[config.mk]
export PLATFORM = sky130hd
export DESIGN_NAME = pcxd_front
export DESIGN_NICKNAME = d
export VERILOG_FILES = /design/src/sv/pcxd_pkg.sv /design/src/sv/pcxd_front.sv
export SDC_FILE = /design/constraint.sdc
export NUM_CORES = 1
export LEC_CHECK = 0
export BUFFER_PORTS_ARGS = -buffer_cell sky130_fd_sc_hd__buf_2
export CAP_MARGIN = 20
export CELL_PAD_IN_SITES_DETAIL_PLACEMENT = 0
export CELL_PAD_IN_SITES_GLOBAL_PLACEMENT = 1
export CORE_MARGIN = 2
export CORE_UTILIZATION = 30
export DETAILED_ROUTE_END_ITERATION = 6
export PLACE_DENSITY = 0.76
export SLEW_MARGIN = 20
export SYNTH_ARGS = -nofsm -noshare
export SYNTH_HDL_FRONTEND = slang
export SYNTH_SLANG_ARGS = --single-unit
[constraint.sdc]
create_clock -name clk -period 13.3 [get_ports clk]
set_clock_uncertainty 0.15 [all_clocks]
set_input_delay 0 -clock clk [delete_from_list [all_inputs] [get_ports clk]]
set_output_delay 0 -clock clk [all_outputs]
set_load 0.1 [all_outputs]
[src/sv/pcxd_pkg.sv]
// ----------------------------------------------------------------------------
// pcxd_pkg
// Shared types and constants for the PCX run-length palette decoder.
// ----------------------------------------------------------------------------
package pcxd_pkg;

	localparam int PAL_DEPTH = 256;
	localparam int PAL_IDX_W = $clog2(PAL_DEPTH);
	localparam int COORD_W   = 12;
	localparam int RUN_W     = 6;

	localparam logic [1:0] OP_PAL_WR  = 2'd0;
	localparam logic [1:0] OP_DATA    = 2'd1;
	localparam logic [1:0] OP_NEW_IMG = 2'd2;

	localparam logic [1:0] REG_WIDTH    = 2'd0;
	localparam logic [1:0] REG_HEIGHT   = 2'd1;
	localparam logic [1:0] REG_LINE     = 2'd2;
	localparam logic [1:0] REG_BG_ALPHA = 2'd3;

	localparam logic [7:0] RUN_MARK = 8'hC0;
	localparam logic [7:0] RUN_MASK = 8'h3F;

	typedef struct packed {
		logic [COORD_W-1:0] width;
		logic [COORD_W-1:0] height;
		logic [COORD_W-1:0] line_bytes;
		logic [7:0]         bg_alpha;
	} cfg_t;

	// pal_wr: palette write of rgba at index; otherwise emit index over x0..x_last
	typedef struct packed {
		logic               pal_wr;
		logic [7:0]         index;
		logic [31:0]        rgba;
		logic [COORD_W-1:0] x0;
		logic [COORD_W-1:0] x_last;
		logic [COORD_W-1:0] y;
		logic               done;
	} cmd_t;

endpackage

[src/sv/pcxd_front.sv]
// ----------------------------------------------------------------------------
// pcxd_front
// Accepts input transactions, tracks run markers, column and row, and turns
// each byte into at most one command for the pixel engine.
// ----------------------------------------------------------------------------
module pcxd_front (
	input  logic            clk,
	input  logic            arst_n,
	input  pcxd_pkg::cfg_t  cfg,
	input  logic            in_valid,
	output logic            in_ready,
	input  logic [47:0]     in_data,
	input  logic [1:0]      in_op,
	input  logic            q_full,
	output logic            q_push,
	output pcxd_pkg::cmd_t  q_cmd
);
	import pcxd_pkg::*;

	logic [COORD_W-1:0] column_q;
	logic [COORD_W-1:0] row_q;
	logic               run_pending_q;
	logic [RUN_W-1:0]   run_count_q;

	logic [7:0]         data_byte;
	logic               accept;
	logic               in_image;
	logic               is_mark;
	logic               emit_go;
	logic [COORD_W-1:0] span;
	logic [COORD_W:0]   x_end;
	logic               wrap;
	logic [COORD_W-1:0] row_n;
	logic [COORD_W-1:0] vis_end;
	logic               vis;

	assign in_ready  = !q_full;
	assign accept    = in_valid && in_ready;
	assign data_byte = in_data[47:40];
	assign in_image  = row_q < cfg.height;
	assign is_mark   = (data_byte & RUN_MARK) == RUN_MARK;
	assign emit_go   = accept && (in_op == OP_DATA) && in_image &&
		(run_pending_q ? (run_count_q != '0) : !is_mark);

	assign span    = (cfg.width > cfg.line_bytes) ? cfg.width : cfg.line_bytes;
	assign x_end   = {1'b0, column_q} +
		(run_pending_q ? (COORD_W+1)'(run_count_q) : (COORD_W+1)'(1));
	assign wrap    = x_end >= {1'b0, span};
	assign row_n   = row_q + COORD_W'(1);
	assign vis_end = (x_end < {1'b0, cfg.width}) ? x_end[COORD_W-1:0] : cfg.width;
	assign vis     = column_q < cfg.width;

	assign q_push = (accept && (in_op == OP_PAL_WR)) || (emit_go && vis);

	always_comb begin
		q_cmd.pal_wr = (in_op == OP_PAL_WR);
		q_cmd.index  = (in_op == OP_PAL_WR) ? in_data[7:0] : data_byte;
		q_cmd.rgba   = {in_data[15:8], in_data[23:16], in_data[31:24], in_data[39:32]};
		q_cmd.x0     = column_q;
		q_cmd.x_last = vis_end - COORD_W'(1);
		q_cmd.y      = row_q;
		q_cmd.done   = wrap && (row_n >= cfg.height);
	end

	always_ff @(posedge clk or negedge arst_n) begin
		if (!arst_n) begin
			column_q      <= '0;
			row_q         <= '0;
			run_pending_q <= 1'b0;
			run_count_q   <= '0;
		end else if (accept) begin
			unique case (in_op)
				OP_NEW_IMG: begin
					column_q      <= '0;
					row_q         <= '0;
					run_pending_q <= 1'b0;
					run_count_q   <= '0;
				end
				OP_DATA: begin
					if (in_image) begin
						if (run_pending_q) begin
							run_pending_q <= 1'b0;
							run_count_q   <= '0;
						end else if (is_mark) begin
							run_pending_q <= 1'b1;
							run_count_q   <= RUN_W'(data_byte & RUN_MASK);
						end
					end
					if (emit_go) begin
						if (wrap) begin
							column_q <= '0;
							row_q    <= row_n;
						end else begin
							column_q <= x_end[COORD_W-1:0];
						end
					end
				end
				default: begin
				end
			endcase
		end
	end

endmodule

# Word level (Yosys, flattened, before mapping)
# Index checks and enable logic that the tools add are counted.
# word_totals
reg_bits	31
inputBits	98
# classes
addsub	3
magnitude_cmp	6
eq_ne	7
muxes	19
reduce_logical	17
# op_table
op	count
$mux 12	6
$pmux 12 s2	2
$lt 12x12->1	2
$mux 6	4
$add 12x6->13	1
$ge 13x12->1	1
$lt 13x12->1	1
$add 12x1->12 const B	1
$ge 12x12->1	1
$gt 12x12->1	1
$pmux 6 s2	1
$sub 12x1->12 const B	1
$mux 8	1
$reduce_and 4->1	2
$logic_and 1x1->1	7
$ne 2x2->1 const B	3
$reduce_and 3->1	2
$reduce_bool 6->1	1
$eq 2x2->1 const B	2
$mux 1	4
$ne 3x3->1 const B	1
$eq 2x1->1 const B	1
$logic_not 1->1	2
$logic_not 2->1	1
other kinds (3)	3

# Longest topological paths before layout
# depth
depth_word	7
depth_mapped	22
mapped_depth_nobuf	20

# Worst setup path after synthesis
# OpenSTA, ideal clock, no wires.
# synth_path
path_type	reg2out
start	reg column_q[0]
end	out q_cmd[19] (netlist name)
arrival_ps	7826
setup_slack_ps	5324
stages_incl_launch_ff	22
path_buffers	2
cell_sequence	dfrtp_1 -> ha_1 -> inv_1 -> fa_1 -> and2b_1 -> o21ai_2 -> a21boi_1 -> o21ai_0 -> xnor2_1 -> ha_1 -> nand3_1 -> nor3_1 -> a211oi_2 -> nand2_1 -> clkbuf_1 -> nor2_1 -> a21oi_1 -> ha_1 -> clkbuf_1 -> o2111ai_1 -> xor2_1 -> mux2i_1
# synth_rtl
element	line_no	rtl
start, declared	pcxd_front.sv:20	logic [COORD_W-1:0] column_q;
start signal, assigned	pcxd_front.sv:94	column_q <= x_end[COORD_W-1:0];
end, declared	pcxd_front.sv:16	output pcxd_pkg::cmd_t q_cmd

==> results.cfg <==
[outcome]
outcome = complete, no violations

[setup_path]
cp_data_arrival_time_ns = 5.77
required_ns = 13.15
cp-start-kind = register
crit_type = reg -> out
path_max_fanout = 16
endpoint_kind = output pin

[synth]
ys_warn_count = 0
ys_async_sr_fraction_pct = 100
synthTopCellsByArea = ha_1 (22%), dfrtp_1 (17%), buf_4 (5.4%)
yosysMostFrequentCell = ha_1
synth_flop_cell = dfrtp_1
netlist_area_um2 = 4620
yosysUniqueCellTypes = 68
synth_edf_count = 0
ys_seq_elements = 31
synth_top_area_share_pct = 21.9
syn_inst = 542
syn-num-nets = 722
syn_avg_cell_area_um2 = 8.53
ys_seq_area_share_pct = 16.8
synth_top_cell_by_area = ha_1
yosys-top-cells-count = ha_1 (81), inv_1 (59), buf_4 (33)

[drt]
drc_errors = 0
drt_iter0_drc = 239
wl_per_cell_um = 14.4
wirelength_mm = 12.1
num_vias = 4262
dr.pass1.iters = 5
ant_nets = 0
detail_route.vias_per_cell = 5.07

[placement]
place.gp.congestion = 0.810
dp_cells = 792
placed_area_um2 = 5090
dp_hpwl_mm = 9.93
port_buffers = 105

[timing]
rsz0062_at_grt = no
relSlewSlack_pct = 34.4
holdWs_ns = 0.0770
finalCriticalPeriod_ns = 5.92
fin_setup_tns_ns = 0
fin_crit_sh_pct = 44.5
max_freq_mhz = 169
slew_viol_final = 0
finalSetupViolCount = 0
tightest_slew_ns = 0.981
finalHoldViolCount = 0

[power_and_ir_drop]
p_sw_uw = 446
p_comb_share_pct = 69.2
powerDensity_nw_per_um2 = 131
ir_drop_mv = 0.104
pwr-share-clk_pct = 15.9
power.leakage_uw = 0.00313
finalPower_uw = 740
pwr-share-seq_pct = 14.9
p_int_uw = 294
sw_frac_of_total_pct = 60.3

[layout]
design_area_um2 = 5670
fill_cells = 1511
multi_input_area_um2 = 3330
layout.cells.non_filler = 841
drive_gt1_share_pct = 21.7
nets = 832
antenna_cells = 0
seq_area_um2 = 776
area_growth_pct = 22.5

[grt]
antenna_found_initial = 0
grt_overflow = 0
grt_pass1_vias = 4106
grt_max_degree = 32
grt_pass1_wl_mm = 20.0
grt_util_all_layers_pct = 14.7

[clocking]
cts_setup_buffers = 0
clockBufferDepth = 2
clock_latency_ns = 0.27
clk_pin_slew_worst_paths_ns = 0.05
cts_tree = yes
root_buffer = clkbuf_16
cts-buffers-inserted = 5
htree_num_levels = 2
cts_sinks = 31

[floorplan]
die-area_um2 = 16400
start_util_pct = 30.5
ios = 178
core_um2 = 15100
die_height_um = 128
fp-row-count = 45
fp.dieW_um = 128

[min_path]
hold_path.class = in -> reg

[flow_run]
drv_cap = 0
[power groups by stage]
stage               logic, uW  registers, uW  clock network (uW)
global placement          459            111                   0
CTS                       515            110                 119
floorplan                 393            141                   0
detailed placement        467            112                   0
finish                    512            110                 118
global route              543            111                 124
[path summary, 6_finish.rpt]
kind / from / end / slack (ns) / cells after the start
worst max-delay path: run_pending_q$_DFFE_PN0P_ / q_cmd[19] / 7.38 / 20
worst min register to register: run_count_q[0]$_DFFE_PN0P_ / run_count_q[0]$_DFFE_PN0P_ / 0.37 / 2
worst max register to register: run_pending_q$_DFFE_PN0P_ / row_q[0]$_DFFE_PN0P_ / 8.30 / 14
max in group asynchronous: arst_n / column_q[4]$_DFFE_PN0P_ / 12.35 / 2
worst min-delay path: q_full / run_pending_q$_DFFE_PN0P_ / 0.08 / 4
min in group asynchronous: arst_n / row_q[1]$_DFFE_PN0P_ / 0.18 / 2
[routing by layer]
metal / GRT usage (%) / part of all wire, % / wire length [um] / vias to the layer above
met5: 0 / 0 / 0 / -
met4: 1.75 / 0.37 / 45 / 0
met3: 2.21 / 5.9 / 712 / 6
met2: 25.1 / 46 / 5530 / 164
met1: 20.2 / 48 / 5780 / 1923
li1: - / - / - / 2169
[sequential cells by signal, summed over array words and instances (netlist names)]
| register | flops |
|---|---|
| column_q | 12 |
| run_pending_q | 1 |
| row_q | 12 |
| run_count_q | 6 |
[cell usage in the layout (no fill, tap or decap), types with 3 or more instances in the layout]
| cell type | netlist | routed |
|---|---|---|
| nand3_1 | 14 | 14 |
| a21oi_1 | 30 | 30 |
| nor3_1 | 14 | 14 |
| xor2_1 | 18 | 18 |
| mux2_2 | 12 | 12 |
| dlygate4sd3_1 | 0 | 41 |
| o2111ai_1 | 7 | 7 |
| xnor2_1 | 12 | 12 |
| buf_2 | 4 | 105 |
| a21o_1 | 16 | 16 |
| and2_1 | 5 | 5 |
| nand4_1 | 7 | 7 |
| mux2i_1 | 19 | 19 |
| dfrtp_1 | 31 | 31 |
| o21ai_1 | 5 | 5 |
| a211oi_1 | 6 | 6 |
| a31oi_1 | 7 | 7 |
| nor2b_1 | 9 | 9 |
| o211ai_1 | 6 | 6 |
| and3_1 | 9 | 9 |
| nor2_1 | 21 | 21 |
| o211a_1 | 3 | 3 |
| clkbuf_16 | 0 | 5 |
| nand2b_1 | 5 | 5 |
| ha_1 | 81 | 81 |
| a22o_1 | 14 | 14 |
| nand2_1 | 24 | 24 |
| o21ai_0 | 14 | 14 |
| a211o_1 | 3 | 3 |
| o21a_1 | 7 | 7 |
| inv_1 | 59 | 59 |
[final cells by class]
class                      count  share of cell area [%]
clock buffer                   8                    2.76
tap                          188                    4.15
sequential                    31                    13.7
multi-input combinational    407                    58.8
timing repair buffer         147                    16.7
inverter                      60                    3.98
[critical path, cell delays in order, from the launching register on]
cell and delay, ns:
dfrtp_1 0.45, nand2b_1 0.16, ha_1 0.21, inv_1 0.06, fa_1 0.39, and2b_1 0.33, o21ai_2 0.11, a21boi_1 0.28
o21ai_0 0.15, xnor2_1 0.45, ha_1 0.35, nand3_1 0.09, nor3_1 0.06, a211oi_2 0.34, nand2_1 0.39, a21oi_1 0.30
ha_1 0.37, o2111ai_1 0.18, xor2_1 0.18, mux2i_1 0.19, buf_2 0.45
[logic make-up (layout without fill, tap and decap cells)]
family / Yosys count / count (layout) / synth area share [%]
mux: 31 / 31 / 7.04
compound gates: 142 / 142 / 22.3
simple gates: 121 / 121 / 14.1
xor+xnor: 31 / 31 / 6.04
fa+ha+maj: 82 / 82 / 22.4
buf+inv: 104 / 215 / 11.4
flops: 31 / 31 / 16.8
[per-stage QoR]
| stage | setup slack (ns) | utilization (%) |
|---|---|---|
| 2_1_floorplan | 5.32 | - |
| 3_3_place_gp | 7.82 | 33.6 |
| 3_5_place_dp | 7.67 | 33.6 |
| 4_1_cts | 7.35 | 37.3 |
| 5_1_grt | 6.89 | 37.4 |
| 6_report | 7.38 | 37.4 |
[what timing repair did]
item	4_1_cts	5_1_grt
resized for setup	0	0
hold buffers	41	0
hold endpoints to repair	70	0
(Power assumes the default switching activity.)
