==> config.mk <==
export PLATFORM = sky130hd
export DESIGN_NAME = pcxd_cmd_fifo
export DESIGN_NICKNAME = d
export VERILOG_FILES = /design/src/sv/pcxd_pkg.sv /design/src/sv/pcxd_cmd_fifo.sv
export SDC_FILE = /design/constraint.sdc
export NUM_CORES = 1
export LEC_CHECK = 0
export BUFFER_PORTS_ARGS = -buffer_cell sky130_fd_sc_hd__clkbuf_2
export CAP_MARGIN = 20
export CORE_UTILIZATION = 55
export DETAILED_ROUTE_END_ITERATION = 10
export GPL_TIMING_DRIVEN = 0
export PLACE_DENSITY_LB_ADDON = 0.08
export SYNTH_ARGS = -nofsm -noshare
export SYNTH_HDL_FRONTEND = slang
export SYNTH_SLANG_ARGS = --single-unit
==> constraint.sdc <==
create_clock -name clk -period 6.62 [get_ports clk]
set_clock_uncertainty 0.1 [all_clocks]
set_input_delay 0.993 -clock clk [delete_from_list [all_inputs] [get_ports clk]]
set_output_delay 0.993 -clock clk [all_outputs]
set_load 0.05 [all_outputs]
==> src/sv/pcxd_pkg.sv <==
// ----------------------------------------------------------------------------
// pcxd_pkg
// Shared types and constants for the PCX run-length palette decoder.
// ----------------------------------------------------------------------------
package pcxd_pkg;

	localparam int PAL_DEPTH = 256;
	localparam int PAL_IDX_W = $clog2(PAL_DEPTH);
	localparam int COORD_W   = 12;
	localparam int RUN_W     = 6;

	localparam logic [1:0] OP_PAL_WR  = 2'd0;
	localparam logic [1:0] OP_DATA    = 2'd1;
	localparam logic [1:0] OP_NEW_IMG = 2'd2;

	localparam logic [1:0] REG_WIDTH    = 2'd0;
	localparam logic [1:0] REG_HEIGHT   = 2'd1;
	localparam logic [1:0] REG_LINE     = 2'd2;
	localparam logic [1:0] REG_BG_ALPHA = 2'd3;

	localparam logic [7:0] RUN_MARK = 8'hC0;
	localparam logic [7:0] RUN_MASK = 8'h3F;

	typedef struct packed {
		logic [COORD_W-1:0] width;
		logic [COORD_W-1:0] height;
		logic [COORD_W-1:0] line_bytes;
		logic [7:0]         bg_alpha;
	} cfg_t;

	// pal_wr: palette write of rgba at index; otherwise emit index over x0..x_last
	typedef struct packed {
		logic               pal_wr;
		logic [7:0]         index;
		logic [31:0]        rgba;
		logic [COORD_W-1:0] x0;
		logic [COORD_W-1:0] x_last;
		logic [COORD_W-1:0] y;
		logic               done;
	} cmd_t;

endpackage

==> src/sv/pcxd_cmd_fifo.sv <==
// ----------------------------------------------------------------------------
// pcxd_cmd_fifo
// Four-entry command queue between the byte front end and the pixel engine.
// ----------------------------------------------------------------------------
module pcxd_cmd_fifo (
	input  logic            clk,
	input  logic            arst_n,
	input  logic            push,
	input  pcxd_pkg::cmd_t  push_cmd,
	output logic            full,
	input  logic            pop,
	output pcxd_pkg::cmd_t  pop_cmd,
	output logic            empty
);
	import pcxd_pkg::*;

	localparam int Depth = 4;
	localparam int PtrW  = $clog2(Depth);

	cmd_t          mem_q [Depth];
	logic [PtrW:0] wr_ptr_q;
	logic [PtrW:0] rd_ptr_q;

	assign empty   = wr_ptr_q == rd_ptr_q;
	assign full    = (wr_ptr_q[PtrW-1:0] == rd_ptr_q[PtrW-1:0]) &&
		(wr_ptr_q[PtrW] != rd_ptr_q[PtrW]);
	assign pop_cmd = mem_q[rd_ptr_q[PtrW-1:0]];

	always_ff @(posedge clk) begin
		if (push && !full) begin
			mem_q[wr_ptr_q[PtrW-1:0]] <= push_cmd;
		end
	end

	always_ff @(posedge clk or negedge arst_n) begin
		if (!arst_n) begin
			wr_ptr_q <= '0;
			rd_ptr_q <= '0;
		end else begin
			if (push && !full) begin
				wr_ptr_q <= wr_ptr_q + (PtrW+1)'(1);
			end
			if (pop && !empty) begin
				rd_ptr_q <= rd_ptr_q + (PtrW+1)'(1);
			end
		end
	end

endmodule

Word level (Yosys, flattened, before mapping). Memory sizes are Yosys's and may differ from the RTL's. Cells that the tools add are included.

$mul: 0. Bitwise gates (word level): 0. Reductions and logical operators: 5. Order comparisons: 0. Mux-type cells: 2. Add/sub/neg operators: 2. Eq/ne operators: 3. Div/mod/pow operators: 0. Shifts and indexed selects: 0.

Operators by type and width (count): 3-bit by 1-bit adder with 3-bit output, second input constant (2); 3-bit == test (1); 1-bit logical AND (3); 2-bit == test (1); 1-bit logical NOT (2); 1-bit two-way mux (2); 1-bit inequality test (1).

Logic and storage cells: 15. Memories: 1. Input bits: 82. Bits in latches: 0. Output and inout bits: 80. Bits in writable memories: 312. Register bits: 6. Bits in read-only memories: 0.

Memory list: mem_q (depth 4, bits a word 78, read ports 1, clocked after Yosys merged registers in 0, wr ports 1, RTL line pcxd_cmd_fifo.sv:20) `cmd_t mem_q [Depth];`.

Logic depth before layout (Yosys ltp). Gate-level depths: netlist of the first run.

Depth in word-level cells: 6. Gate-level depth with buffers: 5. Gate-level depth less buffers: 5.

Worst setup path before layout of the first run. Ideal clock, no wire load.

Path kind: input -> register. Start point: in push. End point: mem mem_q[3][0] in the netlist's numbering (enable). Path buffers: 0. Data required time: 6.047 ns. Cell stages on the path: 2. Setup time: 0.473 ns. Path slack: 2.599 ns. Data arrival time: 3.449 ns. Path through: nand2_1 a31oi_2.

Longest elaborated chain between the ends: 3.

Ends and longest elaborated chain: start: declaration (RTL line pcxd_cmd_fifo.sv:8) `input logic push,`; 1-bit logical AND (RTL line pcxd_cmd_fifo.sv:30) `if (push && !full) begin`; 1-bit two-way mux (RTL line pcxd_cmd_fifo.sv:30); 1-bit two-way mux (implied by the code) (RTL line pcxd_cmd_fifo.sv:31) `mem_q[wr_ptr_q[PtrW-1:0]] <= push_cmd;`; end: declaration (RTL line pcxd_cmd_fifo.sv:20).

Every way passes these cells.

==> results of run 1 <==
-- Yosys cell counts, drive strengths merged --
cell      n  area share [%]
ha        5            0.53
nand3     1           0.043
nand2b    2            0.11
mux4     78              15
inv       4            0.13
xor2      4            0.43
nand2     3           0.096
dfrtp     6             1.3
o31ai     5            0.32
edfxtp  312              80
a31oi     1            0.11
a211oi    2            0.13
a21oi     4            0.17
buf      18             1.1
a21boi    1           0.064
nor3      2           0.085
xnor2     5            0.37
and3      3            0.16
-- per-layer routing --
metal / GRT usage, % / wire (µm)
met2: 32.79 / 10550
met4: 4.330 / 205
met1: 26.09 / 8345
met3: 4.537 / 1430
met5: 0 / 0
-- power by group through the flow --
| stage | sequential (W) | combinational, W | clock (W) |
|---|---|---|---|
| 2_1_floorplan | 0.00282 | 0.00221 | 0 |
| 3_3_place_gp | 0.00287 | 0.00279 | 0 |
| 3_5_place_dp | 0.00283 | 0.00289 | 0 |
| 4_1_cts | 0.00279 | 0.00290 | 0.00178 |
| 5_1_grt | 0.00281 | 0.00300 | 0.00185 |
| 6_report | 0.00278 | 0.00285 | 0.00173 |
-- cells by family (layout without fill, tap and decap cells) --
family                   count (synthesis)  after routing  share of synthesized area [%]
buffers and inverters                   22            248                          1.227
AND/OR/NAND/NOR                         11             11                         0.4908
flip-flops                             318            318                          81.18
XOR/XNOR                                 9              9                         0.8003
multiplexers                            78             78                          14.98
AO/OA/AOI/OAI                           13             13                         0.7896
adder cells (fa/ha/maj)                  5              5                         0.5335
-- worst register-to-register path: cells and delay by family, from the launching register on --
kind | cells | cell delay [ns]
flip-flops | 1 | 0.39
buffers and inverters | 2 | 0.49
XOR/XNOR | 1 | 0.24
AND/OR/NAND/NOR | 2 | 0.89
-- layout make-up --
class	count	area (µm²)
plain buffers	18	128.9
clock buffers	41	853.3
clock inverters	17	181.4
fillers	1380	6835
inverters	4	15.01
multi-input cells	116	2087
flip-flops and latches	318	9519
well taps	275	344.1
repair buffers	168	991.0
-- stage by stage --
stage                     worst slack [ns]  instances  area, µm²  utilization, %
after detailed placement             3.788        899      13090           62.44
after global placement              0.5495        892      12880           61.45
after global routing                 3.172        957      14120           67.38
final                                3.285        957      14120           67.38
after CTS                            3.241        957      14120           67.38
after floorplan                      2.599        456      11730               -
-- flip-flops by register name, indices dropped and copies added (netlist names) --
| register | flops |
|---|---|
| mem_q | 312 |
| rd_ptr_q | 3 |
| wr_ptr_q | 3 |
-- worst max-delay path by stage --
stage / endpoint / slack (ns) / cells after the start
6_report: pop_cmd[12] / 3.28 / 4
3_5_place_dp: mem_q[3][66] / 3.79 / 5
3_3_place_gp: mem_q[3][55] / 0.55 / 3
4_1_cts: pop_cmd[12] / 3.24 / 4
2_1_floorplan: mem_q[3][0] / 2.60 / 2
5_1_grt: pop_cmd[13] / 3.17 / 4
-- placed cells by master, fill, tap and decap left out, drive strengths merged --
cell      count
a31oi         1
nor3          2
a21oi         4
dfrtp         6
inv           5
xnor2         5
edfxtp      312
clkinv       11
mux4         78
xor2          4
a21boi        1
nand2b        2
bufinv        4
clkbuf      202
and3          3
a211oi        2
o31ai         5
nand2         3
nand3         1
clkinvlp      1
buf          25
ha            5
==> reports/qor.txt, run 1 <==
yosys warns - 0
routability cong. - 0.8004
peak supply drop - 0.3188 mV
Worst-path clk slew - 0.06 ns
Vias - 5369
Slew HR - 44.98%
min Tclk post-route - 3.335 ns
synthesized area - 11730 µm²
DP HPWL - 12.75 mm
antenna violations before repair - 0
IO Pins - 162
P_leak - 4.884 nW
crit-path cells - buf_2 -> buf_2 -> mux4_2 -> clkbuf_2
RR Endpoint - mem_q[2][56]
CTS tree - done
setup repair bufs after CTS - 0
Seq/Total Area, Yosys - 81.18%
Nets - 744
RSZ-0062 raised after global routing - false
clock network fraction of design power - 23.5%
number of distinct library cells after synthesis - 22
fin crit share - 50.38%
fin. max-slew vios - 0
Sequential Power Share - 37.8%
status - complete, no violations
Die Footprint - 21910 µm²
crit path DAT - 2.24 ns
total gr overflow - 0
PD cells - 521.5 nW/µm²
Routed WL - 20.54 mm
clock buffer depth - 3
buffer and inverter count on the worst path - 3
DRT iter0 DRCs - 249
Crit path max-delay family - buffers and inverters
Combinational Power Share - 38.7%
drt drc - 0
CP max FO - 10
Synth Net Count - 543
Initial Util - 55.96%
Critical Path Source Type - flop
Die Y-Extent - 148.0 µm
antenna-violating nets left - 0
Hold Slack - 0.1709 ns
P&R area growth vs syn - 20.41%
syn avg cell area - 25.72 µm²
final hold viol count - 0
root buf cell - clkbuf_16
most frequent CP cell - buf_2
Largest stage delay, worst path - 0.39 ns
maximum number of pins on one net before global-route repair - 57
H-tree depth - 1
number of global-route vias before repair - 5726
clk sinks - 318
maxcap violations - 0
Req. time, crit path - 5.53 ns
vias per inst - 5.610
GRT Overall Usage - 19.45%
switch share - 37.47%
share of cells above drive strength 1 - 46.04%
Net Sw Power - 0.002759 W
r2r setup slk - 4.18 ns
Pre-antenna DRT Iters - 5
Worst R2R Start - rd_ptr_q[0]
total CTS buffers - 31
first-pass GRT wire length - 31.74 mm
n_diodes - 0
Post-Synthesis Cells - 456
Seq cells post-synth - 318
Worst Setup SP - rd_ptr_q[1]
Internal - 0.004604 W
post-cts sizing count - 0
Skew-Pair Late Insertion Delay - 0.54 ns
Crit. End Element - primary output
Worst-Margin Slew - 0.8252 ns
setup TNS - 0 ns
Setup-failing EPs final - 0
f_max - 0.2998 GHz
Core ar. - 20960 µm²
Hold Crit Class - in2async
IO Port Bufs - 161
Post-CTS Hold Buffers - 0
total power - 0.007363 W
# rows - 53
Die W - 148.0 µm
Crit Path Class - reg2out
Slowest cell on crit path - dfrtp_1
drt wl/cell - 21.46 µm
R2R cell count - 5
No activity file was read; power rests on OpenSTA's default activity.
==> run 2: changes to the inputs <==
Settings changed: CORE_UTILIZATION 55 to 51.
Clock period 6.62 ns to 2.85 ns, I/O delays scaled along.
==> run 2 against run 1 <==
Net effect: worst setup slack lost 3.2 ns; final area grew 4.2%; critical path depth is the same; flip-flop and latch count is the same; sequential power grew 130%.
==> reports/qor.txt, run 2 (same netlist as run 1, synthesis figures left out) <==
Crit. End Element - primary output
CTS tree - done
commonest non-fill, non-tap cells in the layout - edfxtp_1 (312), clkbuf_2 (161), mux4_2 (78), dlygate4sd3_1 (68), clkbuf_16 (31)
Setup-failing EPs final - 0
met2 routed WL - 10.74 mm
Slew HR - 47.43%
metal3 WL - 1.143 mm
Worst R2R Start - rd_ptr_q[0]
routability cong. - 0.7500
setup TNS - 0 ns
PD cells - 1155 nW/µm²
clock buffer depth - 3
IO Port Bufs - 161
commonest non-fill, non-tap cell in the layout - edfxtp_1
antenna violations before repair - 0
Worst-path clk slew - 0.06 ns
dpl cells - 908
Initial Util - 51.95%
Worst Setup SP - rd_ptr_q[1]
maximum number of pins on one net before global-route repair - 43
Vias - 5606
DRT iter0 DRCs - 315
root buf cell - clkbuf_16
f_max - 0.3640 GHz
Non-Filler Instances - 1033
wl on met1 - 8.881 mm
antenna-violating nets left - 0
Req. time, crit path - 2.32 ns
crit path DAT - 2.22 ns
hold path start - push_cmd[8]
first-pass GRT wire length - 33.25 mm
Die Footprint - 23600 µm²
clk sinks - 318
Die W - 153.6 µm
number of global-route vias before repair - 6067
fin crit share - 96.39%
Routed WL - 21.23 mm
Die Y-Extent - 153.6 µm
status - complete, no violations
GRT Overall Usage - 18.50%
P_leak - 5.122 nW
Core ar. - 22570 µm²
Worst-Margin Slew - 0.7885 ns
Nets - 811
H-tree depth - 1
maxcap violations - 0
uppermost layer routed - met4
fin. max-slew vios - 0
share of cells above drive strength 1 - 41.58%
drt drc - 0
Hold Crit Class - in2reg
vias per inst - 5.427
P&R area growth vs syn - 25.44%
total gr overflow - 0
Largest register FFs - 312
min Tclk post-route - 2.747 ns
CP max FO - 10
Pre-antenna DRT Iters - 4
drt wl/cell - 20.56 µm
DP HPWL - 13.01 mm
n_diodes - 0
RSZ-0062 raised after global routing - false
Skew-Pair Late Insertion Delay - 0.53 ns
Critical Path Source Type - flop
peak supply drop - 0.7650 mV
total CTS buffers - 31
final hold viol count - 0
IO Pins - 162
Crit Path Class - reg2out
# rows - 55
==> run 2: timing repair <==
action                                  in CTS  in global routing
endpoints found under the setup margin       0                  8
hold endpoints to repair                   268                  0
gates resized for setup                      0                  2
setup buffers                                0                  0
hold buffers                                68                  0
==> run 2: final timing paths <==
path / end / slack (ns) / cells past startpoint
worst max register to register: mem_q[1][47] / 0.47 / 5
worst min-delay path: mem_q[1][8] / 0.02 / 1
worst max-delay path: pop_cmd[74] / 0.10 / 4
worst min register to register: wr_ptr_q[2] / 0.49 / 1
max in group asynchronous: wr_ptr_q[1] / 2.31 / 2
min in group asynchronous: rd_ptr_q[0] / 0.19 / 2
==> run 2: worst max-delay path: stages (launching register included) <==
cell,delay [ns]
dfrtp_1,0.39
buf_2,0.30
buf_2,0.36
mux4_2,0.36
clkbuf_2,0.27
==> run 2: routing by layer <==
| metal | global-route usage (%) | vias up |
|---|---|---|
| li1 | - | 2505 |
| met1 | 24.56 | 2914 |
| met2 | 31.60 | 151 |
| met3 | 3.749 | 36 |
| met4 | 4.714 | 0 |
| met5 | 0 | - |
==> run 2: final cells by class <==
type | count | area (µm²)
inverter | 4 | 15.01
fill | 1553 | 7863
clock buffer | 38 | 802.0
multi-input combinational | 116 | 2095
tap | 285 | 356.6
buffer | 18 | 131.4
clock inverter | 19 | 161.4
timing repair buffer | 235 | 1629
sequential | 318 | 9519
==> run 2: through the flow <==
step / hold WS [ns] / setup slack, ns / area (µm²) / total power (W) / util (%)
floorplan: 0.03191 / 0.1606 / 11740 / 0.01166 / -
global placement: 0.1629 / -0.9855 / 12900 / 0.01309 / 57.16
detailed placement: 0.1683 / 0.3772 / 13060 / 0.01327 / 57.84
CTS: 0.0002470 / 0.03836 / 14700 / 0.01720 / 65.12
global route: 0.001342 / 0.009306 / 14710 / 0.01770 / 65.17
finish: 0.02040 / 0.1030 / 14710 / 0.01699 / 65.17
==> run 2: power breakdown <==
| group | leakage, nW | switching [W] | internal [W] | total, W |
|---|---|---|---|---|
| logic | 1.72 | 0.00462 | 0.00207 | 0.00669 |
| registers | 2.93 | 0.000234 | 0.00622 | 0.00646 |
| clock network | 0.470 | 0.00159 | 0.00225 | 0.00384 |
